--- src/rtl/fbde_pkg.sv ---
// ----------------------------------------------------------------------------
// fbde_pkg
// shared types and constants for the monochrome frame store draw engine
// ----------------------------------------------------------------------------
package fbde_pkg;

  localparam int STORE_BYTES_DEF = 1024;
  localparam int MAX_WIDTH_DEF   = 128;
  localparam int MAX_HEIGHT_DEF  = 64;

  localparam int COORD_W     = 8;
  localparam int HEIGHT_W    = 7;
  localparam int CFG_IDX_W   = 2;
  localparam int CFG_DATA_W  = 8;
  localparam int ADDR_CALC_W = 13;
  localparam int BYTE_W      = 8;

  localparam logic [COORD_W-1:0]  WIDTH_RST  = 8'd128;
  localparam logic [HEIGHT_W-1:0] HEIGHT_RST = 7'd64;

  localparam logic [BYTE_W-1:0] FIRST_PIXEL_MASK = 8'h80;

  typedef enum logic [1:0] {
    OP_READ    = 2'd0,
    OP_FILL    = 2'd1,
    OP_OUTLINE = 2'd2,
    OP_CLEAR   = 2'd3
  } op_t;

  localparam logic [1:0] INK_CLEAR = 2'd0;
  localparam logic [1:0] INK_SET   = 2'd1;

  localparam logic [CFG_IDX_W-1:0] CFG_WIDTH  = 2'd0;
  localparam logic [CFG_IDX_W-1:0] CFG_HEIGHT = 2'd1;
  localparam logic [CFG_IDX_W-1:0] CFG_LAYOUT = 2'd2;

  typedef enum logic [2:0] {
    ST_IDLE,
    ST_DECODE,
    ST_PIX_RD,
    ST_PIX_WR,
    ST_READ_DATA,
    ST_CLEAR,
    ST_FINISH
  } state_t;

  typedef struct packed {
    logic load;
    logic pix_step;
    logic pix_wr;
    logic res_capture;
    logic clr_wr;
    logic out_load;
  } cmd_t;

  typedef struct packed {
    op_t  op;
    logic rect_empty;
    logic pix_ok;
    logic pix_last;
    logic clr_last;
    logic out_free;
  } stat_t;

endpackage

--- src/rtl/fbde_ctrl.sv ---
// ----------------------------------------------------------------------------
// fbde_ctrl
// command sequencer: accepts a command, reads one pixel, walks pixels or the clear sweep
// ----------------------------------------------------------------------------
module fbde_ctrl (
  input  logic            clk,
  input  logic            rst,
  input  logic            in_valid,
  output logic            in_stall,
  input  fbde_pkg::stat_t stat,
  output fbde_pkg::cmd_t  cmd
);

  fbde_pkg::state_t state, state_next;

  always_ff @(posedge clk) begin
    if (rst) begin
      state <= fbde_pkg::ST_IDLE;
    end else begin
      state <= state_next;
    end
  end

  assign in_stall = rst || (state != fbde_pkg::ST_IDLE);

  always_comb begin
    state_next = state;
    cmd        = '0;
    unique case (state)
      fbde_pkg::ST_IDLE: begin
        if (in_valid) begin
          cmd.load   = 1'b1;
          state_next = fbde_pkg::ST_DECODE;
        end
      end
      fbde_pkg::ST_DECODE: begin
        unique case (stat.op)
          fbde_pkg::OP_READ:  state_next = fbde_pkg::ST_READ_DATA;
          fbde_pkg::OP_CLEAR: state_next = fbde_pkg::ST_CLEAR;
          fbde_pkg::OP_FILL,
          fbde_pkg::OP_OUTLINE: begin
            state_next = stat.rect_empty ? fbde_pkg::ST_FINISH : fbde_pkg::ST_PIX_RD;
          end
        endcase
      end
      fbde_pkg::ST_PIX_RD: begin
        if (stat.pix_ok) begin
          state_next = fbde_pkg::ST_PIX_WR;
        end else begin
          cmd.pix_step = 1'b1;
          if (stat.pix_last) begin
            state_next = fbde_pkg::ST_FINISH;
          end
        end
      end
      fbde_pkg::ST_PIX_WR: begin
        cmd.pix_wr   = 1'b1;
        cmd.pix_step = 1'b1;
        state_next   = stat.pix_last ? fbde_pkg::ST_FINISH : fbde_pkg::ST_PIX_RD;
      end
      fbde_pkg::ST_READ_DATA: begin
        cmd.res_capture = 1'b1;
        state_next      = fbde_pkg::ST_FINISH;
      end
      fbde_pkg::ST_CLEAR: begin
        cmd.clr_wr = 1'b1;
        if (stat.clr_last) begin
          state_next = fbde_pkg::ST_FINISH;
        end
      end
      fbde_pkg::ST_FINISH: begin
        if (stat.out_free) begin
          cmd.out_load = 1'b1;
          state_next   = fbde_pkg::ST_IDLE;
        end
      end
      default: state_next = fbde_pkg::ST_IDLE;
    endcase
  end

endmodule

--- config.mk ---
export PLATFORM = sky130hd
export DESIGN_NAME = fbde_ctrl
export DESIGN_NICKNAME = d
export VERILOG_FILES = /design/src/rtl/fbde_pkg.sv /design/src/rtl/fbde_ctrl.sv
export SDC_FILE = /design/constraint.sdc
export NUM_CORES = 1
export LEC_CHECK = 0
export BUFFER_PORTS_ARGS = -buffer_cell sky130_fd_sc_hd__buf_2
export CAP_MARGIN = 0
export CORE_AREA = 2 2 39 41
export DETAILED_ROUTE_END_ITERATION = 7
export DIE_AREA = 0 0 41 43
export PLACE_DENSITY = 0.48
export SLEW_MARGIN = 30
export SYNTH_ARGS = -nofsm -noshare
export SYNTH_HDL_FRONTEND = slang
export SYNTH_SLANG_ARGS = --single-unit
--- constraint.sdc ---
create_clock -name clk -period 1.15 [get_ports clk]
set_input_delay 0.1725 -clock clk [delete_from_list [all_inputs] [get_ports clk]]
set_output_delay 0.1725 -clock clk [all_outputs]
set_load 0.005 [all_outputs]
; After elaboration in Yosys (flattened, before gate mapping)
; Index checks and enable logic that the tools add are counted.
[word_totals]
reg_bits = 3
latch_bits = 0
ram_bits = 0
romBits = 0
inputBits = 10
output_inout_bits = 7
wordCells = 38
mem_count = 0
[classes]
n_addsub = 0
mul = 0
div_mod_pow = 0
magnitude_cmp = 0
n_eq_ne = 13
n_shift = 0
mux = 18
bitwise = 0
reduce_logical = 6
[op_table]
columns = cell, count
row1 = $mux 3, 7
row2 = $pmux 3 s7, 1
row3 = $eq 3x3->1 const B, 3
row4 = $pmux 3 s3, 1
row5 = $mux 1, 8
row6 = $eq 3x2->1 const B, 2
row7 = $ne 2x2->1 const B, 3
row8 = $eq 2x2->1 const B, 2
row9 = $reduce_and 4->1, 1
row10 = $eq 3x1->1 const B, 1
row11 = $logic_not 3->1, 1
row12 = $ne 3x3->1 const B, 1
row13 = $reduce_bool 3->1, 1
row14 = $eq 2x1->1 const B, 1
row15 = $logic_not 2->1, 1
row16 = $pmux 1 s2, 1
row17 = $reduce_or 2->1, 1
row18 = $logic_or 1x1->1, 1

; Logic depth before layout (Yosys ltp)
; Gate-level depths: netlist of the first run.
[depth]
word_depth = 4
mapped_depth = 6

; Least setup slack after synthesis of the first run
; Ideal clock, no wire load.
[synth_timing]
path_kind = reg-to-output
startpoint = register state[2]
endpoint = output in_stall
t_arrival_ns = 0.972
path_slack_ns = 0.005
path_stages_with_launch = 3
path_cell_list = dfxtp_1 buf_2 or4_1
[synth_between]
elab_chain_cells = 2
[synth_rtl]
columns = element, line
row1 = "start, declared", fbde_ctrl.sv:14  ; fbde_pkg::state_t state, state_next;
row2 = "start signal, assigned", fbde_ctrl.sv:18  ; state <= fbde_pkg::ST_IDLE;
row3 = "start signal, assigned", fbde_ctrl.sv:20  ; state <= state_next;
row4 = $reduce_bool 3->1, fbde_ctrl.sv:24  ; assign in_stall = rst || (state != fbde_pkg::ST_IDLE);
row5 = $logic_or 1x1->1, fbde_ctrl.sv:24
row6 = "end, declared", fbde_ctrl.sv:9  ; output logic in_stall,
; Every way passes these cells.

; Final worst setup path of the first run
; Same ends and word-level chain as after synthesis.

==> impl_metrics.tcl, run 1 <==
set metrics [dict create \
    path_class "reg -> out" \
    synth.most_common_cell "nor2_1" \
    intPower_uw 521 \
    gp_congestion 0.682 \
    required_ns 0.98 \
    synthXorXnorAreaFrac_pct 0 \
    yosys.area.top_type_share_pct 19.0 \
    violations "setup timing" \
    ys_seq_area_share_pct 19.0 \
    synth_compound_area_share_pct 20.2 \
    cts_hold_buf 0 \
    pwr-share-comb_pct 58.0 \
    ctsLongestPathBuffers 2 \
    vdd_drop_max_uv 532 \
    power_density_nw_per_um2 1300 \
    synth_edf_count 0 \
    cts_root_buf "clkbuf_4" \
    post_drt_wl_per_cell_um 11.5 \
    reg_top3 "state x3" \
    syn_avg_cell_area_um2 8.12 \
    hold_slack_ns 0.132 \
    cts.clk_slew.worst_paths_ns 0.04 \
    synth_commonest_cells "nor2_1 (5), dfxtp_1 (3)" \
    port_buffers 16 \
    grt_pass1_vias 359 \
    pre_cts_ws_ns -0.0653 \
    fmax_mhz 750 \
    rsz0062_at_grt "yes" \
    power_frac_clock_pct 23.5 \
    placed_area_um2 438 \
    die_height_um 43 \
    slew_headroom_pct 83.1 \
    areaGrowthSynthToFinish_pct 93.7 \
    seqPwrFrac_pct 18.5 \
    gr-total-overflow 0 \
    multiInputGateArea_um2 300 \
    dr.pass1.iters 2 \
    synthSimpleGateAreaFrac_pct 34.0 \
    grt_pass1_wl_um 1480 \
    final_cell_area_um2 613 \
    cts_num_sinks 3 \
    syn_nets 51 \
    htree_levels 1 \
    gr-usage-met1_pct 15.4 \
    crit_fanout 2 \
    met2_usage_pct 18.1 \
    layout-drive-gt1-share_pct 68.7 \
    ant_nets 0 \
    hpwl_um 629 \
    synthTopCellsByArea "dfxtp_1 (19%), ha_1 (7.9%), nor2_1 (5.9%)" \
    yosysUniqueCellTypes 26 \
    drt-total-wl_um 955 \
    place_inst 74 \
    syn_area_um2 317 \
    start_util_pct 22.9 \
    fill_cells 157 \
    synth_adder_area_share_pct 7.91 \
    vias_per_cell 4.67 \
    crit_chain "or4_1 -> buf_2" \
    cap_violations 0 \
    grt_start_max_net_pins 13 \
    antenna_found_initial 0 \
    busiest_layer "met2" \
    synth-seq-cells 3 \
    critical-path-max-stage-delay_ns 0.48 \
    synth_ff_type "dfxtp_1" \
    dieWidth_um 41 \
    insertion_delay_ns 0.23 \
    ys_warn_count 0 \
    period_share_pct 116 \
    muxShareOfSynthArea_pct 7.91 \
    synthCells 39 \
    grtUsageMet3_pct 4.71 \
    fin_ws_ns -0.183 \
    cp_slowest_cell "or4_1" \
    worst_slew_pin_slew_ns 0.253 \
    largest_reg_flops 3 \
    hold_class "in -> reg" \
    power_leakage_uw 0.000301 \
    cp.arrival_ns 1.16 \
    fin_crit_ns 1.33 \
    ios 17 \
    grt_usage_pct 12.4 \
    hold_violations 0 \
    dieArea_um2 1760 \
    max_flop_register "state" \
    drc 0 \
    setup_viol 8 \
    p_sw_uw 277 \
    start_kind "flop" \
    synth_top_family_by_area "simple AND/OR/NAND/NOR gates" \
    fp-row-count 14 \
    drtIter0Drc 2 \
    switching_share_pct 34.7 \
    cts-buffers-inserted 3 \
    final-seq-area_um2 65.1 \
    total_power_uw 799 \
    core_um2 1380 \
    fin_skew_ns 0.00237 \
    instances_no_fill 83 \
    diodes 0 \
    yosysTopAreaCell "dfxtp_1" \
    nNetsFinal 80 \
    maxSlewViolCount 0 \
    num_vias 388 \
    status "finished, violations left" \
    cts_tree "built" \
    end_kind "output pin" \
    synthArstFlopShare_pct 0 \
]
cells in the final DEF (no fill, tap or decap), drive strengths merged, types with 2 or more instances in the layout:
cell,count
nand2b,2
a21oi,2
nor3b,3
ha,2
dfxtp,3
inv,3
o21ai,2
buf,27
nor3,2
clkbuf,4
nor2,5
power groups by stage:
stage	clock, µW	sequential (µW)	combinational, µW
finish	188	148	463
CTS	196	145	354
floorplan	0	140	187
global route	209	150	508
detailed placement	0	145	287
global placement	0	146	286
final timing paths:
| path | startpoint | to | slack (ns) | cells past startpoint |
|---|---|---|---|---|
| setup / recovery | state[2] | in_stall | -0.18 | 2 |
| hold / removal | rst | state[0] | 0.13 | 2 |
| setup reg to reg | state[0] | state[0] | -0.08 | 5 |
| hold reg to reg | state[2] | state[2] | 0.65 | 3 |
routing by layer:
| layer | wire (µm) | vias to the layer above |
|---|---|---|
| met2 | 477 | 12 |
| li1 | - | 198 |
| met4 | 0 | 0 |
| met1 | 437 | 178 |
| met5 | 0 | - |
| met3 | 40 | 0 |
logic make-up (layout without fill, tap and decap cells):
kind of cell | count (synthesis) | after routing
simple gates | 17 | 17
fa+ha+maj | 2 | 2
compound gates | 9 | 9
buf+inv | 6 | 34
flops | 3 | 3
mux | 2 | 2
critical path: cells and delay by family (launching register included):
family	cells	cell delay (ns)
AND/OR/NAND/NOR	1	0.48
flip-flops	1	0.31
buffers and inverters	1	0.14
per-stage QoR:
step | TNS (ns) | util [%]
6_report | -0.655 | 44.3
5_1_grt | -1.17 | 44.3
4_1_cts | -0.758 | 37.4
2_1_floorplan | 0 | -
3_5_place_dp | -0.121 | 31.6
3_3_place_gp | -0.125 | 31.6
timing repair:
action                                  4_1_cts  5_1_grt
gates cloned                                  0        0
setup buffers                                 3        2
pin swaps                                     1        9
resized for setup                             9       16
endpoints found under the setup margin        8       10
layout make-up:
type                    count  area share (%)
flip-flops and latches      3            10.6
inverters                   3            2.65
repair buffers             27            30.2
clock buffers               4            4.29
well taps                  16            3.27
multi-input cells          30            49.0
No activity file was read; power rests on OpenSTA's default activity.
==> run 2, diff against run 1 <==
--- a/config.mk
+++ b/config.mk
@@ -10,7 +10,7 @@
 export CORE_AREA = 2 2 39 41
 export DETAILED_ROUTE_END_ITERATION = 7
 export DIE_AREA = 0 0 41 43
-export PLACE_DENSITY = 0.48
+export PLACE_DENSITY = 0.46
 export SLEW_MARGIN = 30
 export SYNTH_ARGS = -nofsm -noshare
 export SYNTH_HDL_FRONTEND = slang
==> constraint.sdc (replaced) <==
create_clock -name clk -period 1.5 [get_ports clk]
set_input_delay 0.225 -clock clk [delete_from_list [all_inputs] [get_ports clk]]
set_output_delay 0.225 -clock clk [all_outputs]
set_load 0.005 [all_outputs]
==> run 2 against run 1 <==
Effect of this change:
- the flow now finishes without violations
- combinational power down 60%
- final area down 29%
- clock power down 24%
- die area unchanged
- sequential share of layout area up 3.7 points
- non-clock buffer count down 9
- global-route usage down 2.6 points
- critical endpoint unchanged
==> impl_metrics.tcl, run 2 (same netlist as run 1, synthesis figures left out) <==
set metrics [dict create \
    status "finished, final reports clean" \
    cts_root_buf "clkbuf_4" \
    cts_tree "built" \
    end_kind "output pin" \
    num_vias 348 \
    htree_levels 1 \
    rr_startpoint "state[0]" \
    antenna_found_initial 0 \
    grt_start_max_net_pins 15 \
    fin_crit_ns 1.44 \
    grt_usage_pct 9.82 \
    hpwl_um 603 \
    power_density_nw_per_um2 1020 \
    start_util_pct 22.9 \
    diodes 0 \
    fill_cells 159 \
    fin_skew_ns 0.00581 \
    worstReg2RegEnd "state[0]" \
    fin_tns_setup_ns 0 \
    vdd_drop_max_uv 334 \
    areaGrowthSynthToFinish_pct 37.9 \
    rsz0062_at_grt "no" \
    rrSetupSlack_ns 0.34 \
    ant_nets 0 \
    fmax_mhz 693 \
    gr-total-overflow 0 \
    required_ns 1.27 \
    slew_headroom_pct 82.1 \
    cp.arrival_ns 1.22 \
    drtIter0Drc 2 \
    die_height_um 43 \
    insertion_delay_ns 0.23 \
    cts_num_sinks 3 \
    path_class "reg -> out" \
    reg_top3 "state x3" \
    post_drt_wl_per_cell_um 10.4 \
    start_kind "flop" \
    layout-drive-gt1-share_pct 44.8 \
    drc 0 \
    core_um2 1380 \
    grt_pass1_wl_um 1180 \
    hold_end "state[2]" \
    power_leakage_uw 0.000220 \
    hold_class "in -> reg" \
    grt_pass1_vias 277 \
    hold_slack_ns 0.185 \
    largest_reg_flops 3 \
    vias_per_cell 4.70 \
    hold_depth 2 \
    final_common_cell "buf_2" \
    cts-buffers-inserted 3 \
    cts.clk_slew.worst_paths_ns 0.04 \
    gp_congestion 0.691 \
    fp-row-count 14 \
    ios 17 \
    maxSlewViolCount 0 \
    setup_viol 0 \
    worst_slew_pin_slew_ns 0.269 \
    period_share_pct 96.2 \
    cap_violations 0 \
    port_buffers 16 \
    dieArea_um2 1760 \
    crit_fanout 10 \
    drt-total-wl_um 772 \
    nNetsFinal 71 \
    post_cts_buffers 0 \
    hp-start "rst" \
    final_cell_mix "buf_2 (16), nor2_1 (5), clkbuf_4 (3)" \
    final-seq-area_um2 62.6 \
    multiInputGateArea_um2 221 \
    reg2reg_depth 4 \
    dieWidth_um 41 \
    ctsLongestPathBuffers 2 \
    max_flop_register "state" \
    hold_violations 0 \
    dr.pass1.iters 2 \
]
run 2: per-layer routing:
layer  vias up  track usage [%]  wire length, µm
li1        182                -                -
met1       156             14.7              366
met2        10             12.5              342
met3         0             4.71               62
met4         0             2.00                0
met5         -                0                0
run 2: power by group:
| part | leakage, µW | internal, µW | switching, µW | total [µW] |
|---|---|---|---|---|
| registers | 0.0000254 | 97.1 | 22.7 | 120 |
| logic | 0.000180 | 97.0 | 87.7 | 185 |
| clock network | 0.0000150 | 99.7 | 42.1 | 142 |
| total | 0.000220 | 294 | 152 | 446 |
run 2: worst max-delay path, stage by stage, from the launching register on:
cell and delay [ns]:
dfxtp_2 0.37, or4_1 0.47, buf_2 0.14
run 2: layout make-up:
| cell class | count | share of cell area [%] |
|---|---|---|
| Clock buffer | 4 | 6.02 |
| Inverter | 3 | 2.58 |
| Sequential cell | 3 | 14.3 |
| Tap cell | 16 | 4.58 |
| Timing Repair Buffer | 18 | 21.8 |
| Multi-Input combinational cell | 30 | 50.7 |
run 2: worst max-delay path by stage:
stage,start,to,slack (ns),cells after the start
global route,state[0],in_stall,0.001,2
CTS,state[2],in_stall,0.03,2
finish,state[0],in_stall,0.06,2
floorplan,state[2],in_stall,0.30,2
detailed placement,stat[5],state[2],0.22,7
global placement,stat[5],state[2],0.20,7
run 2: metrics by stage:
stage	worst slack [ns]	util, %	cells	area [µm²]	total power (µW)
floorplan	0.303	-	39	317	251
global placement	0.202	29.5	70	408	308
detailed placement	0.224	29.5	70	408	305
CTS	0.0297	31.5	74	435	456
global route	0.00128	31.6	74	437	492
finish	0.0573	31.6	74	437	446
run 2: repair_timing:
item / 4_1_cts / 5_1_grt
resized for setup: 1 / 1
hold buffers: 0 / 0
hold endpoints to repair: 0 / 0
setup endpoints to repair: 1 / 1
==> run 3, diff against run 2 <==
--- a/config.mk
+++ b/config.mk
@@ -5,13 +5,16 @@
 export SDC_FILE = /design/constraint.sdc
 export NUM_CORES = 1
 export LEC_CHECK = 0
+export ABC_AREA = 1
+export ABC_CLOCK_PERIOD_IN_PS = 1500
 export BUFFER_PORTS_ARGS = -buffer_cell sky130_fd_sc_hd__buf_2
 export CAP_MARGIN = 0
 export CORE_AREA = 2 2 39 41
 export DETAILED_ROUTE_END_ITERATION = 7
 export DIE_AREA = 0 0 41 43
-export PLACE_DENSITY = 0.46
+export PLACE_DENSITY = 0.52
 export SLEW_MARGIN = 30
 export SYNTH_ARGS = -nofsm -noshare
 export SYNTH_HDL_FRONTEND = slang
 export SYNTH_SLANG_ARGS = --single-unit
+export TNS_END_PERCENT = 20
==> run 3 against run 2 <==
Effect of this change:
- die area unchanged
- first-iteration DRC count grew 100%
- critical path type unchanged
- power is 72% higher
- sequential cell count did not move
- critical path depth grew 1
- hold slack worse by 0.017 ns
- routed wire length increased by 13%
- maximum frequency up 4.7%
- highest routed layer is now met4
==> impl_metrics.tcl, run 3 <==
set metrics [dict create \
    vias_per_cell 4.30 \
    fin_tns_setup_ns 0 \
    cp_slowest_cell "dfxtp_1" \
    synthCells 64 \
    instances_no_fill 99 \
    drc 0 \
    yosysTopAreaCell "dfxtp_1" \
    max_flop_register "state" \
    grt_pass1_vias 366 \
    final_common_cell "buf_2" \
    cts.clk_slew.worst_paths_ns 0.04 \
    end_kind "output pin" \
    fp-row-count 14 \
    dr.pass1.iters 5 \
    cp.arrival_ns 1.15 \
    gr-total-overflow 0 \
    slew_headroom_pct 73.1 \
    cts_root_buf "clkbuf_4" \
    synth_edf_count 0 \
    ctsLongestPathBuffers 2 \
    setup_viol 0 \
    cts_hold_buf 0 \
    cts_tree "built" \
    crit_fanout 9 \
    hold_class "in -> reg" \
    ys_seq_area_share_pct 15.4 \
    grt_pass1_wl_um 1440 \
    ys_warn_count 0 \
    start_util_pct 28.1 \
    cts_num_sinks 3 \
    place_inst 95 \
    cap_violations 0 \
    synth_ff_type "dfxtp_1" \
    synthArstFlopShare_pct 0 \
    required_ns 1.27 \
    cts-buffers-inserted 3 \
    die_height_um 43 \
    fmax_mhz 726 \
    path_class "reg -> out" \
    final_cell_mix "buf_2 (16), nand2_1 (13), nor2_1 (11)" \
    insertion_delay_ns 0.24 \
    core_um2 1380 \
    cp_top_family "flip-flops" \
    syn_nets 76 \
    yosys.area.top_type_share_pct 15.4 \
    dieWidth_um 41 \
    start_kind "flop" \
    worst_slew_pin_slew_ns 0.403 \
    syn_avg_cell_area_um2 6.08 \
    num_vias 426 \
    synth-seq-cells 3 \
    status "finished, final reports clean" \
    utilization_pct 36.3 \
    drtIter0Drc 4 \
    power_density_nw_per_um2 1530 \
    post_cts_buffers 0 \
    fin_crit_ns 1.38 \
    drt-total-wl_um 870 \
    ant_nets 0 \
    dieArea_um2 1760 \
    diodes 0 \
    gp_congestion 0.790 \
    hold_slack_ns 0.167 \
    synth_commonest_cells "nand2_1 (13), nor2_1 (11), inv_1 (8), nand3_1 (5), a21oi_1 (4)" \
    htree_levels 1 \
    critPathBufInv 2 \
    layout-drive-gt1-share_pct 39.8 \
    post_drt_wl_per_cell_um 8.79 \
    synthTopCellsByArea "dfxtp_1 (15%), nand2_1 (13%), nor2_1 (11%)" \
    yosysUniqueCellTypes 18 \
    syn_area_um2 389 \
    power_leakage_uw 0.000292 \
    antenna_found_initial 0 \
    hold_violations 0 \
    largest_reg_flops 3 \
    nNetsFinal 96 \
    reg_top3 "state x3" \
    maxSlewViolCount 0 \
    synth.most_common_cell "nand2_1" \
    total_power_uw 770 \
    period_share_pct 91.8 \
    hpwl_um 719 \
    port_buffers 16 \
    fin_skew_ns 0.00267 \
    ios 17 \
    grt_start_max_net_pins 10 \
    crit_chain "inv_2 -> a21oi_1 -> buf_2" \
    rsz0062_at_grt "no" \
    grt_usage_pct 12.5 \
    critical-path-max-stage-delay_ns 0.56 \
    areaGrowthSynthToFinish_pct 28.9 \
    vdd_drop_max_uv 538 \
]
==> run 3: cells by family after synthesis <==
family                     after synthesis  synth area share, %
AOI/OAI and AO/OA                        5                 6.75
and+or+nand+nor                         41                 55.0
buffers and inverters                   13                 16.4
adders and majority gates                2                 6.43
DFF                                      3                 15.4
==> run 3: metrics by stage <==
stage,cell area (µm²),setup WS [ns]
2_1_floorplan,389,0.481
5_1_grt,502,0.0251
3_5_place_dp,474,0.267
3_3_place_gp,474,0.229
4_1_cts,500,0.0314
6_report,502,0.123
==> run 3: cell type report <==
cell class / count / area, µm²
tap: 16 / 20.0
timing repair buffer: 17 / 87.6
sequential: 3 / 61.3
clock buffer: 4 / 26.3
inverter: 11 / 41.3
fill: 154 / 882
multi-input combinational: 48 / 265
==> run 3: layer usage <==
metal  GRT usage, %  vias to the layer above  wire, µm
met5              0                        -         0
met4           10.0                        0        20
met3           3.14                        2        86
met2           15.9                       23       364
met1           17.0                      166       399
li1               -                      235         -
==> run 3: final timing paths <==
path                            startpoint       end  slack (ns)  cells after the start
worst max-delay path              state[0]    cmd[4]        0.12                      3
worst min-delay path                   rst  state[2]        0.17                      2
worst max register to register    state[0]  state[0]        0.26                      6
worst min register to register    state[1]  state[1]        0.55                      2
==> run 3: what timing repair did <==
item                                   CTS  global route
endpoints found under the hold margin    0             0
resized for setup                        0             1
setup endpoints to repair                0             2
==> run 3: power by group <==
part	internal [µW]	switching (µW)	leakage (µW)
combinational	184	257	0.000252
clock	100	50.8	0.0000150
sequential	113	65.5	0.0000251
total	397	373	0.000292
